$ cat config.mk
export PLATFORM = sky130hd
export DESIGN_NAME = pal_ctrl
export DESIGN_NICKNAME = d
export VERILOG_FILES = /design/src/rtl/pal_pkg.sv /design/src/rtl/pal_ctrl.sv
export SDC_FILE = /design/constraint.sdc
export NUM_CORES = 1
export LEC_CHECK = 0
export ABC_AREA = 0
export BUFFER_PORTS_ARGS = -buffer_cell sky130_fd_sc_hd__buf_2
export CORE_MARGIN = 3
export CORE_UTILIZATION = 36
export CTS_CLUSTER_SIZE = 24
export DETAILED_ROUTE_END_ITERATION = 7
export PLACE_DENSITY_LB_ADDON = 0.2
export RECOVER_POWER = 50
export SYNTH_ARGS = -nofsm -noshare
export SYNTH_HDL_FRONTEND = slang
export SYNTH_SLANG_ARGS = --single-unit
$ cat constraint.sdc
create_clock -name clk -period 3.12 [get_ports clk]
set_input_delay 0.156 -clock clk [delete_from_list [all_inputs] [get_ports clk]]
set_output_delay 0.156 -clock clk [all_outputs]
set_load 0.005 [all_outputs]
$ cat src/rtl/pal_pkg.sv
`timescale 1ns / 1ps

package pal_pkg;

    // list store size and the widths that follow from it
    localparam int CAPACITY = 256;
    localparam int ADDR_W   = (CAPACITY > 1) ? $clog2(CAPACITY) : 1;
    localparam int CNT_W    = $clog2(CAPACITY + 1);
    // common width for comparing an 8-bit position against the count
    localparam int CMP_W    = (CNT_W > 8) ? CNT_W : 8;

    localparam int DATA_W   = 32;

    // request kinds
    localparam logic [2:0] REQ_INSERT = 3'd0;
    localparam logic [2:0] REQ_DELETE = 3'd1;
    localparam logic [2:0] REQ_GET    = 3'd2;
    localparam logic [2:0] REQ_LOCATE = 3'd3;
    localparam logic [2:0] REQ_CLEAR  = 3'd4;

    // status codes
    localparam logic [2:0] ST_OK        = 3'd0;
    localparam logic [2:0] ST_BAD_POS   = 3'd1;
    localparam logic [2:0] ST_FULL      = 3'd2;
    localparam logic [2:0] ST_EMPTY     = 3'd3;
    localparam logic [2:0] ST_NOT_FOUND = 3'd4;

    typedef struct packed {
        logic [2:0]        status;
        logic [DATA_W-1:0] read_value;
        logic [7:0]        found_index;
        logic [8:0]        length;
    } res_t;

    typedef struct packed {
        logic              rd_en;
        logic [ADDR_W-1:0] rd_addr;
        logic              wr_en;
        logic [ADDR_W-1:0] wr_addr;
        logic [DATA_W-1:0] wr_data;
    } ram_req_t;

endpackage

$ cat src/rtl/pal_ctrl.sv
`timescale 1ns / 1ps

module pal_ctrl
    import pal_pkg::*;
(
    input  logic              clk,
    input  logic              rst_n,
    // request side
    input  logic              req_valid,
    output logic              req_ready,
    input  logic [2:0]        req_type,
    input  logic [7:0]        position,
    input  logic [DATA_W-1:0] value,
    // result side
    output logic              res_valid,
    input  logic              res_ready,
    output res_t              res,
    // store port
    output ram_req_t          ram,
    input  logic [DATA_W-1:0] ram_rd_data
);

    localparam logic [2:0] S_IDLE = 3'd0;
    localparam logic [2:0] S_UP   = 3'd1;
    localparam logic [2:0] S_DOWN = 3'd2;
    localparam logic [2:0] S_GET  = 3'd3;
    localparam logic [2:0] S_SCAN = 3'd4;
    localparam logic [2:0] S_DONE = 3'd5;

    logic [2:0]        state_reg, state_next;
    logic [CNT_W-1:0]  count_reg, count_next;
    logic [CNT_W-1:0]  ptr_reg, ptr_next;
    logic              pend_reg, pend_next;
    logic              first_reg, first_next;
    logic [ADDR_W-1:0] pend_addr_reg, pend_addr_next;
    logic [7:0]        pos_reg, pos_next;
    logic [DATA_W-1:0] val_reg, val_next;
    logic [2:0]        status_reg, status_next;
    logic [DATA_W-1:0] rd_value_reg, rd_value_next;
    logic [7:0]        idx_reg, idx_next;

    logic [CMP_W-1:0]  pos_in_c, pos_c, cnt_c, ptr_c;

    assign pos_in_c = CMP_W'(position);
    assign pos_c    = CMP_W'(pos_reg);
    assign cnt_c    = CMP_W'(count_reg);
    assign ptr_c    = CMP_W'(ptr_reg);

    assign req_ready = (state_reg == S_IDLE);
    assign res_valid = (state_reg == S_DONE);

    assign res.status      = status_reg;
    assign res.read_value  = rd_value_reg;
    assign res.found_index = idx_reg;
    assign res.length      = 9'(count_reg);

    always_comb
    begin
        state_next     = state_reg;
        count_next     = count_reg;
        ptr_next       = ptr_reg;
        pend_next      = pend_reg;
        first_next     = first_reg;
        pend_addr_next = pend_addr_reg;
        pos_next       = pos_reg;
        val_next       = val_reg;
        status_next    = status_reg;
        rd_value_next  = rd_value_reg;
        idx_next       = idx_reg;
        ram            = '0;

        unique case (state_reg)
            S_IDLE:
            begin
                if (req_valid)
                begin
                    pos_next      = position;
                    val_next      = value;
                    status_next   = ST_OK;
                    rd_value_next = '0;
                    idx_next      = '0;
                    pend_next     = 1'b0;
                    state_next    = S_DONE;
                    unique case (req_type)
                        REQ_INSERT:
                        begin
                            if (pos_in_c > cnt_c)
                            begin
                                status_next = ST_BAD_POS;
                            end
                            else if (count_reg == CNT_W'(CAPACITY))
                            begin
                                status_next = ST_FULL;
                            end
                            else
                            begin
                                ptr_next   = count_reg;
                                state_next = S_UP;
                            end
                        end
                        REQ_DELETE, REQ_GET:
                        begin
                            if (count_reg == '0)
                            begin
                                status_next = ST_EMPTY;
                            end
                            else if (pos_in_c >= cnt_c)
                            begin
                                status_next = ST_BAD_POS;
                            end
                            else if (req_type == REQ_GET)
                            begin
                                ram.rd_en   = 1'b1;
                                ram.rd_addr = ADDR_W'(position);
                                state_next  = S_GET;
                            end
                            else
                            begin
                                ptr_next   = CNT_W'(position);
                                state_next = S_DOWN;
                            end
                        end
                        REQ_LOCATE:
                        begin
                            if (count_reg == '0)
                            begin
                                status_next = ST_EMPTY;
                            end
                            else
                            begin
                                ptr_next   = '0;
                                state_next = S_SCAN;
                            end
                        end
                        REQ_CLEAR:
                        begin
                            count_next = '0;
                        end
                        default:
                        begin
                            status_next = ST_BAD_POS;
                        end
                    endcase
                end
            end

            // move entries up from the top end, one read and one write a cycle
            S_UP:
            begin
                if (pend_reg)
                begin
                    ram.wr_en   = 1'b1;
                    ram.wr_addr = pend_addr_reg;
                    ram.wr_data = ram_rd_data;
                end
                if (ptr_c > pos_c)
                begin
                    ram.rd_en      = 1'b1;
                    ram.rd_addr    = ADDR_W'(ptr_reg - 1'b1);
                    ptr_next       = ptr_reg - 1'b1;
                    pend_next      = 1'b1;
                    pend_addr_next = ADDR_W'(ptr_reg);
                end
                else
                begin
                    pend_next = 1'b0;
                    if (!pend_reg)
                    begin
                        ram.wr_en   = 1'b1;
                        ram.wr_addr = ADDR_W'(pos_reg);
                        ram.wr_data = val_reg;
                        count_next  = count_reg + 1'b1;
                        state_next  = S_DONE;
                    end
                end
            end

            // first read returns the removed word, later ones move down by one
            S_DOWN:
            begin
                if (pend_reg)
                begin
                    if (first_reg)
                    begin
                        rd_value_next = ram_rd_data;
                    end
                    else
                    begin
                        ram.wr_en   = 1'b1;
                        ram.wr_addr = pend_addr_reg - 1'b1;
                        ram.wr_data = ram_rd_data;
                    end
                end
                if (ptr_reg < count_reg)
                begin
                    ram.rd_en      = 1'b1;
                    ram.rd_addr    = ADDR_W'(ptr_reg);
                    ptr_next       = ptr_reg + 1'b1;
                    pend_next      = 1'b1;
                    pend_addr_next = ADDR_W'(ptr_reg);
                    first_next     = (ptr_c == pos_c);
                end
                else
                begin
                    pend_next = 1'b0;
                    if (!pend_reg)
                    begin
                        count_next = count_reg - 1'b1;
                        state_next = S_DONE;
                    end
                end
            end

            S_GET:
            begin
                rd_value_next = ram_rd_data;
                state_next    = S_DONE;
            end

            S_SCAN:
            begin
                if (pend_reg && (ram_rd_data == val_reg))
                begin
                    idx_next   = 8'(pend_addr_reg);
                    pend_next  = 1'b0;
                    state_next = S_DONE;
                end
                else if (ptr_reg < count_reg)
                begin
                    ram.rd_en      = 1'b1;
                    ram.rd_addr    = ADDR_W'(ptr_reg);
                    ptr_next       = ptr_reg + 1'b1;
                    pend_next      = 1'b1;
                    pend_addr_next = ADDR_W'(ptr_reg);
                end
                else
                begin
                    pend_next = 1'b0;
                    if (!pend_reg)
                    begin
                        status_next = ST_NOT_FOUND;
                        state_next  = S_DONE;
                    end
                end
            end

            S_DONE:
            begin
                if (res_ready)
                begin
                    state_next = S_IDLE;
                end
            end

            default:
            begin
                state_next = S_IDLE;
            end
        endcase
    end

    always_ff @(posedge clk or negedge rst_n)
    begin
        if (!rst_n)
        begin
            state_reg <= S_IDLE;
            count_reg <= '0;
            pend_reg  <= 1'b0;
        end
        else
        begin
            state_reg <= state_next;
            count_reg <= count_next;
            pend_reg  <= pend_next;
        end
    end

    always_ff @(posedge clk)
    begin
        ptr_reg       <= ptr_next;
        first_reg     <= first_next;
        pend_addr_reg <= pend_addr_next;
        pos_reg       <= pos_next;
        val_reg       <= val_next;
        status_reg    <= status_next;
        rd_value_reg  <= rd_value_next;
        idx_reg       <= idx_next;
    end

endmodule

==> results, run 1 <==
- The final design area excluding fillers is 0.009104 mm2.
- The number of synthesized flops with an enable pin is 101.
- Global routing consumed, over all layers together, 20.13% of the routing resources.
- The floorplan has 49 rows.
- The post-synthesis sequential element count is 114.
- After layout, the worst path uses 96.16% of the clock period.
- The slowest cell on the critical path is sky130_fd_sc_hd__edfxtp_1.
- Max-cap violations in this run came to 0.
- The area share of the largest cell type after synthesis is 45.00%.
- STA puts the critical path data arrival time at 2.84 ns.
- For this run, design rule violations remaining after detail routing come to 0.
- For this run, the leading register cell type out of synthesis is sky130_fd_sc_hd__edfxtp_1.
- The fraction of layout instances using a drive strength above 1 is 24.13%.
- The global route total overflow is 0.
- For this design, the sink count on the clock tree is 114.
- The longest clock path from root to sink contains 2 buffers.
- The die covers 0.02040 mm2.
- Across all register-to-register paths, the minimum setup slack is 0.36 ns.
- The number of nets in the synthesized netlist is 740.
- Sequential elements use 49.82% of the synthesized area.
- Yosys mapped the design onto 59 distinct sky130hd cell types.
- Setup repair after global routing left no endpoint under its margin.
- The detailed-route wire length per cell is 18.83 um.
- The via count of the first global-routing pass came to 5994.
- The number of antenna violations at the first check in global routing came to 1.
- Wires add up to 21.11 mm.
- The signal on the critical path passes through ha_1 -> nand4_1 -> o31a_1 -> o21ai_1 -> a211oi_4 -> buf_4 -> clkbuf_16 -> a221o_1 -> buf_2.
- The post-synthesis instance area is 0.006740 mm2.
- The worst setup path is captured at an output port.
- The clock root buffer is sky130_fd_sc_hd__clkbuf_16.
- The worst setup path is launched from a flop.
- During placement, the flow inserted port buffers numbering 182.
- The first global-routing pass estimated 31.80 mm of wire.
- Synthesis produced a netlist whose cell count is 626.
- From bottom edge to top edge, the die measures 142.8 um.
- Routability-driven placement finished with a final weighted congestion of 0.9274.
- The share of synthesized flip-flops with an asynchronous set or reset is 11.40%.
- The number of endpoints with negative hold slack in the final report is 0.
- The worst hold path belongs to the class in -> reg.
- The pin count of the biggest net entering global routing is 42.
- At the worst endpoint, the required time is 2.96 ns.
- The worst setup path endpoint is ram[34].
- The worst hold margin is 0.06042 ns.
- The first detailed-routing pass ran for 5 iterations.
- The run finished with clean final reports.
- The total negative slack is 0 ns.
- The capture point of the worst reg-to-reg path is cnt_c[0].
- Of all cell types, the one taking the most synthesized area is sky130_fd_sc_hd__edfxtp_1.
- Clock tree synthesis inserted a total of 17 buffers.
- Setup violations remaining at the end of the flow were counted as 0.
- The classification of the worst setup path is reg -> out.
- The x dimension of the die is 142.8 um.
- The core box area is 0.01815 mm2.
- The timing startpoint of the critical path is ptr_c[4].
- The largest vdd supply drop is 0.4494 mV.
- For this configuration, the core starts out at a cell density of 37.14%.
- The startpoint identified for the worst register-to-register timing path is ptr_c[4].
- Clock skew on the completed layout was measured at 0.006862 ns.
- The clock tree synthesis step divided the H-tree into 4 levels.
- The average footprint of a synthesized cell is 10.77 um2.
- The clock tree from TritonCTS is done.
- By area the synthesized netlist is led by sky130_fd_sc_hd__edfxtp_1 (45%), sky130_fd_sc_hd__ha_1 (6.3%), sky130_fd_sc_hd__xor2_1 (4.9%).
- The largest stage delay on the critical path is 0.45 ns.
- The power per cell area is 883.0 mW/mm2.
- From synthesis to final layout, the design area changed by 35.07%.
- The total via count after detailed routing is 6133.
- The leakage power total is 3.735 nW.
- Including well taps, the total number of placed cells is 1033.
- The maximum operating frequency is 333.3 MHz.
- Yosys printed 0 warnings.
- The total placed instance area is 0.008021 mm2.
- In this run the worst path has a maximum fanout of 20.
- The worst-case headroom to the max-slew limit is 11.67%.
- For this run, the post-layout net count is 992.
- The number of max-slew violations in the final report came to 0.
- The finished layout holds 1121 standard cells, fillers aside.
- Pin placement for this block handled 183 I/O pins.
- The final critical path time including I/O delays and setup is 3.000 ns.
- The number of DRC markers in iteration 0 is 498.
- At the later pin of the worst-skew pair, clock insertion delay measures 0.42 ns.
- The post-route antenna net violation count is 0.
- At the end of the flow the core is filled with cells to 50.17%.
- For the worst flop-to-flop path, the logic depth is 10.
- For the pin with the worst max-slew slack, the measured transition is 1.325 ns.
- Detailed placement ended at an HPWL of 15.37 mm.
- The clock slew at the register clock pins of the worst setup and hold paths is 0.06 ns.
- The average vias per placed instance is 5.471.
[timing repair]
item,CTS,global route
hold buffers,37,0
gates cloned,0,2
gates resized for setup,2,6
pin swaps,0,3
buffers inserted,6,10
endpoints found under the hold margin,49,0
endpoints found under the setup margin,34,49
[where the power goes]
part	switching (mW)	leakage, nW	internal [mW]
sequential	0.295	1.12	2.22
combinational	2.12	2.32	1.42
clock	0.727	0.296	1.26
total	3.14	3.73	4.90
[cell usage after synthesis, drive strengths merged (2+ instances only)]
| master | n |
|---|---|
| a21oi | 25 |
| clkbuf | 23 |
| dfrtp | 13 |
| o31ai | 8 |
| and3 | 7 |
| o21ai | 29 |
| o221ai | 5 |
| xnor2 | 11 |
| nor2 | 40 |
| and2 | 33 |
| inv | 32 |
| a221oi | 4 |
| nor3 | 23 |
| a32oi | 2 |
| nand4 | 3 |
| o2bb2ai | 2 |
| o21bai | 3 |
| a221o | 11 |
| a22oi | 11 |
| nand3 | 13 |
| o22ai | 4 |
| or3 | 4 |
| a21o | 4 |
| buf | 5 |
| nand2b | 2 |
| a22o | 34 |
| o21a | 6 |
| a31oi | 2 |
| nor3b | 3 |
| o211ai | 5 |
| a211oi | 6 |
| o221a | 2 |
| xor2 | 38 |
| edfxtp | 101 |
| nor4 | 10 |
| ha | 34 |
| nand2 | 48 |
| nor2b | 6 |
[cell type report]
| type | instances | area (um2) |
|---|---|---|
| diodes | 1 | 2.502 |
| clock buffers | 17 | 425.4 |
| clock inverters | 15 | 181.4 |
| fillers | 1694 | 9044 |
| inverters | 33 | 123.9 |
| multi-input cells | 452 | 3194 |
| flip-flops and latches | 114 | 3358 |
| well taps | 229 | 286.5 |
| repair buffers | 260 | 1531 |
[cell families (layout without fill, tap and decap cells)]
family / Yosys count / count (layout) / share of synthesized area (%)
adders and majority gates: 35 / 35 / 6.609
xor gates and xnor gates: 49 / 49 / 6.367
AOI/OAI and AO/OA: 170 / 171 / 18.73
DFF: 114 / 114 / 49.82
other: 0 / 1 / 0
buffers and inverters: 61 / 325 / 3.527
muxes: 1 / 1 / 0.1671
and+or+nand+nor: 196 / 196 / 14.78
[routing by layer]
metal,track usage (%),part of all wire [%],routed length [um],up-vias
li1,-,-,-,2876
met2,33.26,48,10150,257
met3,3.952,6.4,1344,48
met1,26.09,43,8976,2952
met4,7.954,3.0,635,0
met5,0,0,0,-
[worst min path at each step]
stage                    startpoint                to  cells after the start
floorplan                     rst_n          cnt_c[0]                      0
global placement              rst_n          cnt_c[3]                      1
detailed placement            rst_n          cnt_c[3]                      1
CTS                     position[6]        pos_reg[6]                      1
global route        ram_rd_data[15]  rd_value_reg[15]                      2
finish              ram_rd_data[11]  rd_value_reg[11]                      2
[worst max-delay path, delay by kind of cell (launching register included)]
kind / cells / cell delay [ns]
fa+ha+maj: 1 / 0.33
flops: 1 / 0.45
compound gates: 4 / 0.97
buf+inv: 3 / 0.48
simple gates: 1 / 0.19
[layout by cell type (no fill, tap or decap), types with 18 or more instances in the layout]
cell type,netlist,final
sky130_fd_sc_hd__a21oi_1,25,25
sky130_fd_sc_hd__nor3_1,22,22
sky130_fd_sc_hd__o21ai_0,26,25
sky130_fd_sc_hd__inv_1,32,32
sky130_fd_sc_hd__dlygate4sd3_1,0,37
sky130_fd_sc_hd__edfxtp_1,101,101
sky130_fd_sc_hd__clkbuf_16,0,18
sky130_fd_sc_hd__xor2_1,38,38
sky130_fd_sc_hd__ha_1,34,34
sky130_fd_sc_hd__buf_2,4,133
sky130_fd_sc_hd__clkbuf_1,23,58
sky130_fd_sc_hd__nor2_1,38,36
sky130_fd_sc_hd__a22o_1,34,34
sky130_fd_sc_hd__and2_0,0,23
sky130_fd_sc_hd__nand2_1,48,47
sky130_fd_sc_hd__buf_4,1,26
[stage by stage]
stage | power (mW) | setup slack (ns)
floorplan | 4.494 | 0.2684
global placement | 5.794 | 0.4059
detailed placement | 5.844 | 0.2925
CTS | 7.960 | 0.008733
global route | 8.546 | 0.03877
finish | 8.039 | 0.1199
Power figures use the tool's default switching activity.
==> run 2: changes to the inputs <==
--- a/config.mk
+++ b/config.mk
@@ -7,12 +7,12 @@
 export LEC_CHECK = 0
 export ABC_AREA = 0
 export BUFFER_PORTS_ARGS = -buffer_cell sky130_fd_sc_hd__buf_2
+export CAP_MARGIN = 5
 export CORE_MARGIN = 3
-export CORE_UTILIZATION = 36
+export CORE_UTILIZATION = 50
 export CTS_CLUSTER_SIZE = 24
 export DETAILED_ROUTE_END_ITERATION = 7
 export PLACE_DENSITY_LB_ADDON = 0.2
-export RECOVER_POWER = 50
 export SYNTH_ARGS = -nofsm -noshare
 export SYNTH_HDL_FRONTEND = slang
 export SYNTH_SLANG_ARGS = --single-unit
==> results, run 2 (synthesized netlist as in run 1, its figures left out) <==
- Outcome: complete, no violations (unchanged).
- The number of cell instances on the worst register-to-register path came to 10 (unchanged).
- RSZ-0062 raised after global routing: no (unchanged).
- The total via count after detailed routing was 6135 (was 6133).
- The worst-case headroom to the max-slew limit is 31.99% (was 11.67%).
- The path category of the worst min-delay check was in -> reg (unchanged).
- The number of primary I/O pins is 183 (unchanged).
- The number of CTS-inserted buffers is 17 (unchanged).
- The fraction of power spent switching nets is 38.46% (was 39.09%).
- The power spent charging and discharging nets came to 2.977 mW (was 3.143 mW).
- The total number of clock tree sinks is 114 (unchanged).
- The number of DRC markers in iteration 0 is 632 (was 498).
- The HPWL reported at the end of detailed placement was 14.51 mm (was 15.37 mm).
- The post-route antenna net violation count is 0 (unchanged).
- The clock tree from TritonCTS is done (unchanged).
- The actual slew at the worst max-slew pin is 1.016 ns (was 1.325 ns).
- The global-route met2 utilization is 43.78% (was 33.26%).
- The fraction of layout instances using a drive strength above 1 is 29.09% (was 24.13%).
- The global placement routability congestion was 0.9088 (was 0.9274).
- The detailed-route wire length per cell is 18.66 um (was 18.83 um).
- The internal reg-to-reg setup slack is 0.42 ns (was 0.36 ns).
- The count of buffers inserted at the top-level ports was 182 (unchanged).
- The count of max-cap constraint violations was 0 (unchanged).
- The starting utilization of the core area is 52.35% (was 37.14%).
- The type of origin of the critical path is a flop (unchanged).
- The classification of the worst setup path is reg -> out (unchanged).
- The leakage power total is 3.844 nW (was 3.735 nW).
- The number of cells on the worst hold path came to 1 (was 2).
- The wire length after detailed routing is 19.65 mm (was 21.11 mm).
- The total negative slack is 0 ns (unchanged).
- The met1 demand-to-capacity share in global routing is 34.84% (was 26.09%).
- The x dimension of the die is 122.1 um (was 142.8 um).
- Top library cells by usage in the layout, fill and taps aside: sky130_fd_sc_hd__buf_2 (182), sky130_fd_sc_hd__edfxtp_1 (101), sky130_fd_sc_hd__nand2_1 (47) (was sky130_fd_sc_hd__buf_2 (133), sky130_fd_sc_hd__edfxtp_1 (101), sky130_fd_sc_hd__clkbuf_1 (58)).
- The signal arrival time at the worst endpoint is 2.83 ns (was 2.84 ns).
- The buffer levels on the longest clock path was 2 (unchanged).
- The depth of the CTS H-tree is 4 (unchanged).
- The pin count of the biggest net entering global routing is 42 (unchanged).
- The worst-skew pair later-pin latency came to 0.42 ns (about the same).
- The share of total power in the clock network came to 23.3% (was 24.7%).
- The vertical extent of the die is 122.1 um (was 142.8 um).
- The final setup slack of the worst path is 0.1297 ns (was 0.1199 ns).
- The part of the total power dissipated in combinational logic was 44.6% (was 44.0%).
- The core box area is 0.01288 mm2 (was 0.01815 mm2).
- The average vias per placed instance came to 5.826 (was 5.471).
- The clock slew at the register clock pins of the worst setup and hold paths is 0.05 ns (was 0.06 ns).
- The sequential cell fraction of total power is 32.1% (was 31.2%).
- The detailed-route DRC error count was 0 (unchanged).
- The leading cell type in the layout, fill and taps excluded was sky130_fd_sc_hd__buf_2 (unchanged).
- The peak-usage layer in the global routing report is met2 (unchanged).
- The area growth from synthesis to layout came to 32.56% (was 35.07%).
- The maximum operating frequency is 334.4 MHz (was 333.3 MHz).
- The number of antenna violations at the first check in global routing came to 2 (was 1).
- The worst-path maximum fanout is 9 (was 20).
- The largest vdd supply drop is 0.4715 mV (was 0.4494 mV).
- The power per cell area is 866.3 mW/mm2 (was 883.0 mW/mm2).
- The required time at the endpoint of the critical path is 2.96 ns (about the same).
- The met3 usage is 6.128% (was 3.952%).
- The global route total overflow was 0 (unchanged).
- The fraction of the core area covered by cells at the end of the flow is 69.39% (was 50.17%).
- The post-placement worst setup slack is 0.4301 ns (was 0.2925 ns).
- The cell internal power dissipation was 4.764 mW (was 4.896 mW).
- The final critical path time including I/O delays and setup is 2.990 ns (was 3.000 ns).
- The clock tree skew after final layout is 0.009634 ns (was 0.006862 ns).
- The number of core rows is 41 (was 49).
- The first-pass GRT wire length was 30.83 mm (was 31.80 mm).
- The clock root buffer is sky130_fd_sc_hd__clkbuf_16 (unchanged).
- The number of endpoints with negative hold slack in the final report is 0 (unchanged).
- The number of max-slew violations in the final report is 0 (unchanged).
- The number of search-and-repair iterations in the first detailed-routing pass is 5 (unchanged).
- The final cycle utilization of the critical path is 95.84% (was 96.16%).
- The number of nets in the finished design is 982 (was 992).
- The via count of the first global-routing pass is 5862 (was 5994).
- The global router's overall resource usage is 27.01% (was 20.13%).
- The count of endpoints failing setup in the final report is 0 (unchanged).
- The number of filler instances in the final layout is 984 (was 1694).
- The kind of end point of the critical path is an output port (unchanged).
- The overall die area is 0.01491 mm2 (was 0.02040 mm2).
run 2: cell count changes in the layout (fill, tap and decap cells not counted), moves of 4 or more:
cell and change:
sky130_fd_sc_hd__buf_2 +49, sky130_fd_sc_hd__and2_0 -23, sky130_fd_sc_hd__clkinv_4 -4, sky130_fd_sc_hd__buf_4 +4, sky130_fd_sc_hd__clkbuf_1 -57, sky130_fd_sc_hd__and2_1 +22
run 2: cell type report:
class	count	area, um2	share of cell area [%]
clock buffer	18	429.2	4.803
tap	172	215.2	2.409
multi-input combinational	451	3159	35.36
inverter	33	123.9	1.386
timing repair buffer	251	1526	17.08
clock inverter	13	120.1	1.344
antenna	1	2.502	0.02801
sequential	114	3358	37.59
run 2: worst max-delay path, cell delays in order, from the launching register on:
cell,delay (ns)
sky130_fd_sc_hd__edfxtp_1,0.41
sky130_fd_sc_hd__xor2_1,0.19
sky130_fd_sc_hd__nor4_1,0.39
sky130_fd_sc_hd__nand4_1,0.22
sky130_fd_sc_hd__nor3_2,0.34
sky130_fd_sc_hd__a211oi_2,0.13
sky130_fd_sc_hd__buf_4,0.19
sky130_fd_sc_hd__a21o_1,0.15
sky130_fd_sc_hd__a221o_1,0.28
sky130_fd_sc_hd__buf_2,0.13
run 2: repair_timing:
item / in CTS / in global routing
buffers inserted: 1 / 2
hold buffers: 39 / 0
gates resized for setup: 1 / 3
endpoints found under the setup margin: 2 / 33
pin swaps: 1 / 0
hold endpoints to repair: 51 / 0
gates cloned: 0 / 0
run 2: metrics by stage:
| stage | power [mW] | std cells | hold WS (ns) | instance area, um2 |
|---|---|---|---|---|
| floorplan | 4.494 | 626 | -0.1396 | 6740 |
| global placement | 5.725 | 979 | 0.07891 | 7960 |
| detailed placement | 5.811 | 979 | 0.07777 | 7960 |
| CTS | 7.678 | 1050 | 0.008903 | 8912 |
| global route | 8.213 | 1053 | 0.01986 | 8935 |
| finish | 7.741 | 1053 | 0.03550 | 8935 |
run 2: layer usage:
metal / up-vias / part of all wire (%)
li1: 2854 / -
met1: 2937 / 41
met2: 295 / 47
met3: 47 / 8.6
met4: 2 / 2.9
met5: - / 0.056
run 2: worst paths after layout:
check	from	end
setup / recovery	val_reg[3]	ram[47]
hold / removal	position[4]	pos_reg[4]
setup reg to reg	state_reg[1]	cnt_c[8]
hold reg to reg	cnt_c[4]	cnt_c[4]
max in group asynchronous	rst_n	pend_reg
min in group asynchronous	rst_n	cnt_c[0]
run 2: power by group through the flow:
stage          Clock, mW  Combinational [mW]  Sequential [mW]
2_1_floorplan          0                2.01             2.49
3_3_place_gp           0                3.23             2.49
3_5_place_dp           0                3.30             2.51
4_1_cts             1.83                3.36             2.49
5_1_grt             1.91                3.79             2.52
6_report            1.81                3.45             2.49
